===== src/hw/rtl/gbnsw_pkg.sv =====
// ----------------------------------------------------------------------------
// gbnsw_pkg
// Types and constants shared by the go-back-N sender window unit.
// ----------------------------------------------------------------------------
package gbnsw_pkg;

   localparam int PAYLOAD_BYTES = 1024;
   localparam int MAX_PACKETS   = 1024;
   localparam int WINDOW_MAX    = 32;
   localparam int WINDOW_CAP    = (WINDOW_MAX < 32) ? WINDOW_MAX : 32;

   localparam logic [5:0] WINDOW_RESET = 6'd8;

   localparam logic [1:0] REQ_START   = 2'd0;
   localparam logic [1:0] REQ_ACK     = 2'd1;
   localparam logic [1:0] REQ_TIMEOUT = 2'd2;

   typedef enum logic [2:0] {
      STATUS_ADVANCED  = 3'd0,
      STATUS_BAD_SUM   = 3'd1,
      STATUS_STALE     = 3'd2,
      STATUS_START_OK  = 3'd3,
      STATUS_START_REJ = 3'd4,
      STATUS_RESEND    = 3'd5,
      STATUS_IGNORED   = 3'd6
   } status_type;

   typedef enum logic [1:0] {
      MODE_NONE   = 2'd0,
      MODE_FILL   = 2'd1,
      MODE_RESEND = 2'd2
   } mode_type;

   typedef struct packed {
      logic [1:0]  req_type;
      logic [15:0] seq_origin;
      logic [20:0] message_length;
      logic [15:0] ack_seq;
      logic        ack_checksum_ok;
   } req_item_type;

   typedef struct packed {
      logic        send_valid;
      logic [15:0] send_seq;
      logic [9:0]  packet_index;
      logic        is_resend;
      logic [2:0]  event_status;
      logic        transfer_done;
      logic        last;
   } rsp_item_type;

   typedef struct packed {
      logic load_event;
      logic step;
   } dp_cmd_type;

   typedef struct packed {
      logic cand_last;
   } dp_status_type;

endpackage


===== src/hw/rtl/gbnsw_ctrl.sv =====
// ----------------------------------------------------------------------------
// gbnsw_ctrl
// Controller: accepts one transaction, then steps the datapath once per
// result until the final one is loaded into the output register.
// ----------------------------------------------------------------------------
module gbnsw_ctrl (
   input  logic                     clock,
   input  logic                     reset,
   input  logic                     req_valid,
   output logic                     req_ready,
   output logic                     rsp_valid,
   input  logic                     rsp_ready,
   output gbnsw_pkg::dp_cmd_type    dp_cmd,
   input  gbnsw_pkg::dp_status_type dp_status
);

   typedef enum logic [1:0] {
      ST_IDLE = 2'b01,
      ST_EMIT = 2'b10
   } state_type;

   state_type state_ff, state_in;
   logic      rsp_valid_ff, rsp_valid_in;
   logic      slot_free;

   assign req_ready = (state_ff == ST_IDLE);
   assign rsp_valid = rsp_valid_ff;
   assign slot_free = !rsp_valid_ff || rsp_ready;

   assign dp_cmd.load_event = req_valid && req_ready;
   assign dp_cmd.step       = (state_ff == ST_EMIT) && slot_free;

   always_comb begin
      state_in = state_ff;
      case (state_ff)
         ST_IDLE: begin
            if (req_valid) state_in = ST_EMIT;
         end
         ST_EMIT: begin
            if (slot_free && dp_status.cand_last) state_in = ST_IDLE;
         end
         default: state_in = ST_IDLE;
      endcase
   end

   always_comb begin
      if (dp_cmd.step) rsp_valid_in = 1'b1;
      else if (rsp_ready) rsp_valid_in = 1'b0;
      else rsp_valid_in = rsp_valid_ff;
   end

   always_ff @(posedge clock) begin
      if (reset) begin
         state_ff     <= ST_IDLE;
         rsp_valid_ff <= 1'b0;
      end else begin
         state_ff     <= state_in;
         rsp_valid_ff <= rsp_valid_in;
      end
   end

endmodule


===== src/hw/rtl/gbnsw_dpath.sv =====
// ----------------------------------------------------------------------------
// gbnsw_dpath
// Datapath: window state, event decode, send cursor and output register.
// ----------------------------------------------------------------------------
module gbnsw_dpath (
   input  logic                     clock,
   input  logic                     reset,
   input  logic                     csr_wr_en,
   input  logic [5:0]               csr_wr_data,
   input  gbnsw_pkg::req_item_type  req_data,
   output gbnsw_pkg::rsp_item_type  rsp_data,
   input  gbnsw_pkg::dp_cmd_type    dp_cmd,
   output gbnsw_pkg::dp_status_type dp_status
);

   logic [5:0]  win_limit_ff;
   logic [15:0] base_ff, next_ff, end_ff, first_ff, cursor_ff;
   logic        active_ff, done_ff;
   gbnsw_pkg::mode_type     mode_ff;
   gbnsw_pkg::status_type   status_ff;
   gbnsw_pkg::rsp_item_type rsp_data_ff;

   logic [5:0]  w_eff;
   logic [15:0] outstanding, outstanding_inc, next_inc, cursor_inc, send_seq;
   logic        fill_send, fill_more, resend_send, resend_more;
   logic        have_send, have_more;
   logic [21:0] len_round, pkt_count;
   logic        start_ok;
   logic [15:0] ack_dist;

   always_comb begin
      if (win_limit_ff == 6'd0) w_eff = 6'd1;
      else if (win_limit_ff > 6'(gbnsw_pkg::WINDOW_CAP)) w_eff = 6'(gbnsw_pkg::WINDOW_CAP);
      else w_eff = win_limit_ff;
   end

   assign outstanding     = next_ff - base_ff;
   assign outstanding_inc = outstanding + 16'd1;
   assign next_inc        = next_ff + 16'd1;
   assign cursor_inc      = cursor_ff + 16'd1;

   assign fill_send   = (mode_ff == gbnsw_pkg::MODE_FILL) && active_ff &&
                        (outstanding < 16'(w_eff)) && (next_ff != end_ff);
   assign fill_more   = (outstanding_inc < 16'(w_eff)) && (next_inc != end_ff);
   assign resend_send = (mode_ff == gbnsw_pkg::MODE_RESEND) && (cursor_ff != next_ff);
   assign resend_more = (cursor_inc != next_ff);

   assign have_send = fill_send || resend_send;
   assign have_more = fill_send ? fill_more : resend_more;
   assign send_seq  = fill_send ? next_ff : cursor_ff;

   assign dp_status.cand_last = !have_send || !have_more;

   assign len_round = 22'(req_data.message_length) + 22'(gbnsw_pkg::PAYLOAD_BYTES - 1);
   assign pkt_count = len_round / 22'(gbnsw_pkg::PAYLOAD_BYTES);
   assign start_ok  = !active_ff && (pkt_count <= 22'(gbnsw_pkg::MAX_PACKETS)) &&
                      (pkt_count <= 22'd65535);
   assign ack_dist  = req_data.ack_seq - base_ff;

   assign rsp_data = rsp_data_ff;

   always_ff @(posedge clock) begin
      if (reset) begin
         win_limit_ff <= gbnsw_pkg::WINDOW_RESET;
         base_ff      <= '0;
         next_ff      <= '0;
         end_ff       <= '0;
         first_ff     <= '0;
         active_ff    <= 1'b0;
         mode_ff      <= gbnsw_pkg::MODE_NONE;
      end else begin
         if (csr_wr_en) win_limit_ff <= csr_wr_data;
         if (dp_cmd.load_event) begin
            mode_ff <= gbnsw_pkg::MODE_NONE;
            case (req_data.req_type)
               gbnsw_pkg::REQ_START: begin
                  if (start_ok) begin
                     first_ff  <= req_data.seq_origin;
                     base_ff   <= req_data.seq_origin;
                     next_ff   <= req_data.seq_origin;
                     end_ff    <= req_data.seq_origin + pkt_count[15:0];
                     active_ff <= (pkt_count != 22'd0);
                     if (pkt_count != 22'd0) mode_ff <= gbnsw_pkg::MODE_FILL;
                  end
               end
               gbnsw_pkg::REQ_ACK: begin
                  if (active_ff) begin
                     mode_ff <= gbnsw_pkg::MODE_FILL;
                     if (req_data.ack_checksum_ok && (ack_dist <= outstanding)) begin
                        base_ff <= req_data.ack_seq;
                        if (req_data.ack_seq == end_ff) active_ff <= 1'b0;
                     end
                  end
               end
               gbnsw_pkg::REQ_TIMEOUT: begin
                  if (active_ff) mode_ff <= gbnsw_pkg::MODE_RESEND;
               end
               default: mode_ff <= gbnsw_pkg::MODE_NONE;
            endcase
         end else if (dp_cmd.step && fill_send) begin
            next_ff <= next_inc;
         end
      end
   end

   always_ff @(posedge clock) begin
      if (dp_cmd.load_event) begin
         cursor_ff <= base_ff;
         done_ff   <= 1'b0;
         status_ff <= gbnsw_pkg::STATUS_IGNORED;
         case (req_data.req_type)
            gbnsw_pkg::REQ_START: begin
               if (start_ok) begin
                  status_ff <= gbnsw_pkg::STATUS_START_OK;
                  done_ff   <= (pkt_count == 22'd0);
               end else begin
                  status_ff <= gbnsw_pkg::STATUS_START_REJ;
               end
            end
            gbnsw_pkg::REQ_ACK: begin
               if (active_ff) begin
                  if (!req_data.ack_checksum_ok) begin
                     status_ff <= gbnsw_pkg::STATUS_BAD_SUM;
                  end else if (ack_dist > outstanding) begin
                     status_ff <= gbnsw_pkg::STATUS_STALE;
                  end else begin
                     status_ff <= gbnsw_pkg::STATUS_ADVANCED;
                     done_ff   <= (req_data.ack_seq == end_ff);
                  end
               end
            end
            gbnsw_pkg::REQ_TIMEOUT: begin
               if (active_ff) status_ff <= gbnsw_pkg::STATUS_RESEND;
            end
            default: status_ff <= gbnsw_pkg::STATUS_IGNORED;
         endcase
      end else if (dp_cmd.step) begin
         if (resend_send) cursor_ff <= cursor_inc;
      end
   end

   always_ff @(posedge clock) begin
      if (dp_cmd.step) begin
         rsp_data_ff.send_valid    <= have_send;
         rsp_data_ff.send_seq      <= have_send ? send_seq : 16'd0;
         rsp_data_ff.packet_index  <= have_send ? 10'(send_seq - first_ff) : 10'd0;
         rsp_data_ff.is_resend     <= resend_send;
         rsp_data_ff.event_status  <= status_ff;
         rsp_data_ff.transfer_done <= done_ff;
         rsp_data_ff.last          <= dp_status.cand_last;
      end
   end

endmodule


===== src/hw/rtl/go_back_n_sender_window_unit.sv =====
// ----------------------------------------------------------------------------
// go_back_n_sender_window_unit
// Go-back-N sender window control: start, cumulative ACK and timeout events
// produce the sequence numbers to send or resend.
// ----------------------------------------------------------------------------
//  channel  ports            direction  meaning
//  req      req_valid/ready  in         one event transaction
//  rsp      rsp_valid/ready  out        one send (or status-only) result
//  csr      csr_wr_en/data   in         window size register
//
//  One event is accepted, then produces 1 to 32 results, the result count
//  set by the window; the send cursor steps once per cycle while rsp is not stalled.
//  Synchronous active-high reset; window size resets to 8.
//  A stalled rsp holds the cursor; the next event is taken once the last
//  result of the current one sits in the output register.
// ----------------------------------------------------------------------------
module go_back_n_sender_window_unit (
   input  logic                    clock,
   input  logic                    reset,
   input  logic                    req_valid,
   output logic                    req_ready,
   input  gbnsw_pkg::req_item_type req_data,
   output logic                    rsp_valid,
   input  logic                    rsp_ready,
   output gbnsw_pkg::rsp_item_type rsp_data,
   input  logic                    csr_wr_en,
   input  logic [5:0]              csr_wr_data
);

   gbnsw_pkg::dp_cmd_type    dp_cmd;
   gbnsw_pkg::dp_status_type dp_status;

   gbnsw_ctrl u_ctrl (
      .clock     (clock),
      .reset     (reset),
      .req_valid (req_valid),
      .req_ready (req_ready),
      .rsp_valid (rsp_valid),
      .rsp_ready (rsp_ready),
      .dp_cmd    (dp_cmd),
      .dp_status (dp_status)
   );

   gbnsw_dpath u_dpath (
      .clock       (clock),
      .reset       (reset),
      .csr_wr_en   (csr_wr_en),
      .csr_wr_data (csr_wr_data),
      .req_data    (req_data),
      .rsp_data    (rsp_data),
      .dp_cmd      (dp_cmd),
      .dp_status   (dp_status)
   );

endmodule


===== config.mk =====
export PLATFORM = sky130hd
export DESIGN_NAME = go_back_n_sender_window_unit
export DESIGN_NICKNAME = d
export VERILOG_FILES = /design/src/hw/rtl/gbnsw_pkg.sv /design/src/hw/rtl/gbnsw_ctrl.sv /design/src/hw/rtl/gbnsw_dpath.sv /design/src/hw/rtl/go_back_n_sender_window_unit.sv
export SDC_FILE = /design/constraint.sdc
export NUM_CORES = 1
export LEC_CHECK = 0
export ABC_CLOCK_PERIOD_IN_PS = 6200
export BUFFER_PORTS_ARGS = -buffer_cell sky130_fd_sc_hd__buf_4
export CORE_ASPECT_RATIO = 0.7
export CORE_UTILIZATION = 61
export CTS_CLUSTER_SIZE = 14
export DETAILED_ROUTE_END_ITERATION = 10
export GPL_ROUTABILITY_DRIVEN = 0
export GPL_TIMING_DRIVEN = 0
export PLACE_DENSITY = 0.82
export SYNTH_ARGS = -nofsm -noshare
export SYNTH_HDL_FRONTEND = slang
export SYNTH_SLANG_ARGS = --single-unit

===== constraint.sdc =====
create_clock -name clock -period 6.2 [get_ports clock]
set_clock_uncertainty 0.05 [all_clocks]
set_input_delay 1.55 -clock clock [delete_from_list [all_inputs] [get_ports clock]]
set_output_delay 1.55 -clock clock [all_outputs]
set_load 0.02 [all_outputs]

; Word level (Yosys, flattened, before mapping)
; Cells that the tools add are included.
[totals]
regBits = 123
input_bits = 67
output_inout_bits = 35
[classes]
add_sub_neg = 8
n_lt_le_gt_ge = 7
eq_ne = 18
muxes = 40
n_reduce_logical = 34
[op_table]
columns = cell, count
row1 = 16-bit 2-to-1 mux, 10
row2 = 16-bit != test, 4
row3 = "16-bit by 1-bit adder with 16-bit output, second input constant", 3
row4 = 16-bit by 6-bit less-than comparator with 1-bit output, 2
row5 = 16-bit one-hot mux with 2 select lines, 1
row6 = 16-bit subtractor, 2
row7 = "21-bit by 10-bit adder with 22-bit output, second input constant", 1
row8 = 22-bit zero test, 1
row9 = 22-bit nonzero test, 1
row10 = 16-bit by 12-bit adder with 16-bit output, 1
row11 = 16-bit == test, 1
row12 = 16-bit greater-than comparator, 1
row13 = "12-bit by 16-bit <= comparator with 1-bit output, second input constant", 1
row14 = 16-bit <= comparator, 1
row15 = 1-bit 2-to-1 mux, 13
row16 = "12-bit by 11-bit <= comparator with 1-bit output, second input constant", 1
row17 = 1-bit logical AND, 12
row18 = 2-bit 2-to-1 mux, 6
row19 = 6-bit 2-to-1 mux, 2
row20 = "2-bit by 1-bit != test with 1-bit output, second input constant", 5
row21 = 2-bit nonzero test, 5
row22 = 10-bit subtractor, 1
row23 = 3-bit 2-to-1 mux, 3
row24 = 3-bit one-hot mux with 3 select lines, 1
row25 = other kinds (14), 28

; Depth between registers and ports, before layout
[logic_depth]
ltp_word = 12
depth_mapped = 30
ltp_nobuf = 28

; Modules after synthesis
; A second synthesis with hierarchy kept.
[hier_totals]
hier_cells = 1217
hier_area_um2 = 10268.6
[by_module_without_submodules]
columns = mod, n_inst, cells_each, area_each_um2, seq_area_each_um2
row1 = gbnsw_dpath, 1, 1204, 10128.5, 2932.8
row2 = gbnsw_ctrl, 1, 13, 140.1, 60.1

; Worst setup path before layout
; OpenSTA, ideal clock, no wires.
[synth_timing]
kind = register to register
startpoint = register u_dpath.next_ff[0]
endpoint = register u_dpath.rsp_data_ff (netlist bit u_dpath.rsp_data[14]), data pin
setup_ns = 0.254
arrival_ns = 5.259
required_time_ns = 5.896
setup_slack_ns = 0.637
stages_incl_launch_ff = 29
n_path_buf = 2
synth_period_minus_slack_ns = 5.563
path_cell_list = dfxtp_1 -> clkbuf_1 -> inv_1 -> ha_1 -> inv_1 -> fa_1 -> a21o_1 -> a21oi_1 -> xor2_1 -> inv_1 -> ha_1 -> o41ai_1 -> a21oi_1 -> a2111oi_4 -> o2111ai_2 -> buf_4 -> mux2i_1 -> ha_1 -> inv_1 -> fa_1 -> nand2_1 -> nand2_1 -> a21oi_1 -> o21ai_0 -> a21oi_1 -> o21bai_1 -> a21oi_1 -> xor2_1 -> nor2_1
[synth_via]
elab_chain_len = 6
word_cells_on_any_way = 10
[synth_rtl]
columns = element, line_no
row1 = start: declaration, gbnsw_dpath.sv:17  ; logic [15:0] base_ff, next_ff, end_ff, first_ff, cursor_ff;
row2 = start signal: assignment, gbnsw_dpath.sv:80  ; next_ff <= req_data.seq_origin;
row3 = start signal: assignment, gbnsw_dpath.sv:101  ; next_ff <= next_inc;
row4 = 16-bit subtractor, gbnsw_dpath.sv:37  ; assign outstanding = next_ff - base_ff;
row5 = 16-bit by 6-bit less-than comparator with 1-bit output, gbnsw_dpath.sv:43  ; (outstanding < 16'(w_eff)) && (next_ff != end_ff);
row6 = 1-bit logical AND, gbnsw_dpath.sv:42  ; assign fill_send = (mode_ff == gbnsw_pkg::MODE_FILL) && active_ff &&
row7 = 1-bit logical AND, gbnsw_dpath.sv:43
row8 = 16-bit 2-to-1 mux, gbnsw_dpath.sv:50  ; assign send_seq = fill_send ? next_ff : cursor_ff;
row9 = 10-bit subtractor, gbnsw_dpath.sv:146  ; rsp_data_ff.packet_index <= have_send ? 10'(send_seq - first_ff) : 10'd0;
row10 = end: declaration, gbnsw_dpath.sv:21  ; gbnsw_pkg::rsp_item_type rsp_data_ff;
; Parallel ways exist; a longest one is shown, timed or not.
; A chain may end at the register's enable or synchronous reset.

; Final worst setup path
[layout_timing]
startpoint = register u_dpath.next_ff[0]
endpoint = register u_dpath.rsp_data_ff (netlist bit u_dpath.rsp_data[15]), data pin
[layout_via]
elab_chain_len = 6
word_cells_on_any_way = 10
[layout_rtl]
columns = element, line_no
row1 = 16-bit subtractor, gbnsw_dpath.sv:37
row2 = 16-bit by 6-bit less-than comparator with 1-bit output, gbnsw_dpath.sv:43
row3 = 1-bit logical AND, gbnsw_dpath.sv:42
row4 = 1-bit logical AND *, gbnsw_dpath.sv:43
row5 = 16-bit 2-to-1 mux *, gbnsw_dpath.sv:50
row6 = via u_dpath.send_seq[8], gbnsw_dpath.sv:24  ; logic [15:0] outstanding, outstanding_inc, next_inc, cursor_inc, send_seq;
row7 = 10-bit subtractor *, gbnsw_dpath.sv:146
; Mark *: on every way through the listed nets, which the timed path passes. The rest lies on a longest branch.

==> qor.csv <==
stage;metric;value;unit
layout;fillerInstances;1278;
layout;n_antenna_cell;0;
pwr;power_frac_clock;33.4;%
synthesis;synth.avg_cell_area;8.179;um2
cts;cts_htree_levels;4;
layout;synthToLayoutAreaGrowth;17.10;%
synthesis;synth_edf_count;53;
sta;report.final.setup_viol;0;
synthesis;synth_top_family_by_area;compound AO/OA/AOI/OAI gates;
sta;slew_headroom;13.25;%
cts;clk_latency;0.43;ns
worst_hold_path;hold_depth;0;
global_routing;grt_pass1_wl;52610;um
setup_path;cp.required;6.31;ns
route;drt-total-wl;33930;um
pwr;p_leak;4.639;nW
cts;numCtsBuffers;17;
synthesis;yosys.area_share.simple;20.29;%
route;drt-initial-drc-count;1358;
route;drt_first_pass_iters;7;
synthesis;synth_compound_area_share;22.11;%
pwr;ir_drop;0.0001474;V
cts;clk_root_buffer_cell;clkbuf_16;
sta;drv_slew;0;
pwr;p_int;0.001967;W
setup_path;worstSetupStartpointType;register;
floorplanning;initial_core_util;63.09;%
floorplanning;rows;39;
floorplanning;die_area;17640;um2
global_routing;grt_pass1_vias;9668;
pwr;power_density;250.0;nW/um2
cts;cts_tree;yes;
floorplanning;core;16540;um2
floorplanning;chipHeight;111.4;um
sta;tightest_slew;1.288;ns
layout;num-nets-final;1544;
global_routing;track_usage;39.46;%
cts;clk_pin_slew_worst_paths;0.05;ns
synthesis;synth_warnings;0;
place;place_hpwl;26010;um
synthesis;async_reset_ff_share;0;%
synthesis;ys_seq_area_share;28.68;%
setup_path;r2r_start;u_dpath.next_ff[0]$_SDFFE_PP0P_;
cts;cts_buffer_depth;2;
global_routing;grt_overflow_total;0;
synthesis;synth-xor-area-share;11.16;%
synthesis;synth_area;10440;um2
setup_path;rrSetupSlack;0.21;ns
synthesis;yosys_register_bits;123;
pwr;power_switching;0.001089;W
route;dr_total_vias;10670;
sta;finalHoldViolCount;0;
worst_hold_path;holdPathEnd;u_dpath.rsp_data[4]$_DFFE_PP_;
layout;layout-drive-gt1-share;12.27;%
route;drcViolationCount;0;
pwr;swShare;35.63;%
flow_run;drv_cap;0;
place;io_buffers;98;
setup_path;cp.arrival;6.10;ns
setup_path;worstSetupEndpointType;register;
synthesis;postSynthCellCount;1276;
cts;cts_sinks;123;
route;ant_nets;0;
synthesis;synth_adder_area_share;9.879;%
synthesis;yosys_most_used_dff;dfxtp_1;
global_routing;grt_max_degree;31;
route;routedWlPerCell;20.75;um
worst_hold_path;hp-start;u_dpath.status_ff[2]$_DFFE_PP_;
cts;holdBufCountCts;0;
floorplanning;ios;102;
pwr;power_frac_comb;36.3;%
setup_path;worstSetupPathType;register to register;
synthesis;synth.net_count;1423;
setup_path;cp_max_fo;9;
setup_path;ff2ff_path_depth;22;
status;status;finished, final reports clean;
sta;finalHoldWorstSlack;0.3682;ns
worst_hold_path;hold_path.class;register to register;
synthesis;synthMuxAreaShare;2.122;%
sta;setup_tns;0;ns
setup_path;r2r_end;u_dpath.rsp_data[15]$_SDFFCE_PN0P_;
sta;post-route-period-util;96.65;%
route;vias_per_cell;6.525;
sta;fin_crit;5.992;ns
floorplanning;die_x;158.3;um
synthesis;synth.distinct_cells;78;
sta;max_freq;166.9;MHz
global_routing;antenna_found_initial;0;
pwr;seq_power_share;30.4;%
[sequential cells by signal (all words and copies together), names as in the netlist]
signal and cells:
u_dpath.cursor_ff 16, u_ctrl.rsp_valid 1, u_dpath.status_ff 3, u_dpath.win_limit_ff 6, u_dpath.mode_ff 2, u_dpath.rsp_data 33, u_dpath.base_ff 16, u_dpath.active_ff 1
u_dpath.next_ff 16, u_dpath.end_ff 16, u_dpath.first_ff 10, u_ctrl.state_ff 2, u_dpath.done_ff 1
[Yosys cell counts (all sizes together) (4+ instances only)]
cell	count	area, um2
dfxtp	70	1401
a2111oi	20	193.9
mux2i	12	120.1
o2111ai	5	50.04
nand2b	8	50.05
o211a	4	40.04
xnor2	82	718.2
o211ai	24	180.2
ha	76	950.9
a21oi	85	425.4
nand2	134	503.0
edfxtp	53	1592
or3	12	75.07
nand4	21	131.4
a311oi	16	140.1
mux2	9	101.4
and2	5	36.29
a21boi	7	52.55
nor3	53	270.3
nand3	41	205.2
o31ai	8	60.06
and3	20	125.1
or2	5	31.29
buf	8	53.79
o21a	14	106.4
a31oi	7	43.79
o21ai	48	240.2
a211o	21	183.9
a211oi	13	97.59
o21bai	5	37.54
nor2b	17	106.4
fa	4	80.08
inv	76	285.3
or4	5	37.54
a21o	14	105.1
clkbuf	69	259.0
o41ai	6	60.06
nor2	89	334.1
nor4	15	100.1
xor2	51	446.7
[logic make-up after synthesis]
family | after synthesis
compound gates | 327
xor+xnor | 133
fa+ha+maj | 80
buf+inv | 154
flops | 123
mux | 21
simple gates | 438
[power by group through the flow]
stage / Clock (W) / Combinational, W / Sequential (W)
2_1_floorplan: 0 / 0.000745 / 0.000929
3_3_place_gp: 0 / 0.000988 / 0.000939
3_5_place_dp: 0 / 0.00102 / 0.000940
4_1_cts: 0.00101 / 0.00105 / 0.000924
5_1_grt: 0.00106 / 0.00121 / 0.000929
6_report: 0.00102 / 0.00111 / 0.000927
[cell usage in the layout (no fill, tap or decap), drive strengths merged, types with 8 or more instances in the layout]
cell type	instances
a211oi	13
xnor2	82
nor3	53
edfxtp	53
nand3	41
o21ai	48
xor2	51
inv	77
a21oi	85
o21a	14
and3	20
a2111oi	20
clkinv	8
dfxtp	70
clkbuf	88
o31ai	8
nor2b	17
or3	12
a211o	21
ha	76
a21o	14
buf	111
nor2	89
mux2i	12
mux2	9
nand2b	8
nand4	21
a311oi	16
nor4	15
o211ai	24
nand2	134
[worst max path at each step]
stage	depth (start not counted)	from	endpoint	slack (ns)
6_report	22	u_dpath.next_ff[0]$_SDFFE_PP0P_	u_dpath.rsp_data[15]$_SDFFCE_PN0P_	0.21
5_1_grt	25	u_dpath.next_ff[0]$_SDFFE_PP0P_	u_dpath.rsp_data[15]$_SDFFCE_PN0P_	-0.09
4_1_cts	27	u_dpath.next_ff[0]$_SDFFE_PP0P_	u_dpath.rsp_data[14]$_SDFFCE_PN0P_	0.04
3_5_place_dp	28	u_dpath.next_ff[0]$_SDFFE_PP0P_	u_dpath.rsp_data[14]$_SDFFCE_PN0P_	-0.71
3_3_place_gp	28	u_dpath.next_ff[0]$_SDFFE_PP0P_	u_dpath.rsp_data[14]$_SDFFCE_PN0P_	-0.59
2_1_floorplan	28	u_dpath.next_ff[0]$_SDFFE_PP0P_	u_dpath.rsp_data[14]$_SDFFCE_PN0P_	0.64
[through the flow]
step | instances | utilization [%] | total power, W | setup WS (ns) | area (um2)
floorplan | 1276 | - | 0.001674 | 0.6366 | 10440
global placement | 1599 | 69.24 | 0.001927 | -0.5875 | 11450
detailed placement | 1600 | 69.40 | 0.001956 | -0.7132 | 11480
CTS | 1633 | 73.35 | 0.002988 | 0.03758 | 12130
global route | 1635 | 73.87 | 0.003196 | -0.08670 | 12220
finish | 1635 | 73.87 | 0.003055 | 0.2077 | 12220
[metal layers]
metal  global-route usage, %  share of wire, %  vias to the layer above
met5                   3.081              0.20                        -
met4                   16.41               4.6                        2
met3                   14.25                15                      156
met2                   54.50                39                      704
met1                   54.74                41                     4894
li1                        -                 -                     4912
[final cells by class]
type	count	area, um2	share of cell area, %
clock buffers	20	446.7	3.655
repair buffers	103	789.5	6.461
well taps	225	281.5	2.304
inverters	77	289.0	2.365
multi-input cells	999	6954	56.91
plain buffers	76	314.1	2.570
flip-flops and latches	123	2998	24.53
clock inverters	12	147.6	1.208
[critical path, stage by stage, from the launching register on]
cell       delay, ns
dfxtp_4         0.40
inv_2           0.09
ha_1            0.16
inv_1           0.05
fa_2            0.37
a21o_1          0.19
a21oi_1         0.17
xor2_1          0.22
inv_1           0.11
ha_1            0.25
o41ai_4         0.48
a21oi_4         0.13
a2111oi_4       0.41
o2111ai_4       0.30
buf_6           0.24
mux2_2          0.32
ha_1            0.34
and3_1          0.21
a2111oi_0       0.55
o211ai_1        0.22
buf_4           0.22
xnor2_1         0.14
o22ai_1         0.09
[repair_timing]
action / CTS / global route
endpoints found under the setup margin: 6 / 13
buffers inserted: 2 / 2
cloned: 0 / 0
gates resized for setup: 6 / 27
pin swaps: 2 / 6
Note: power is estimated with default switching activity, not from simulation.
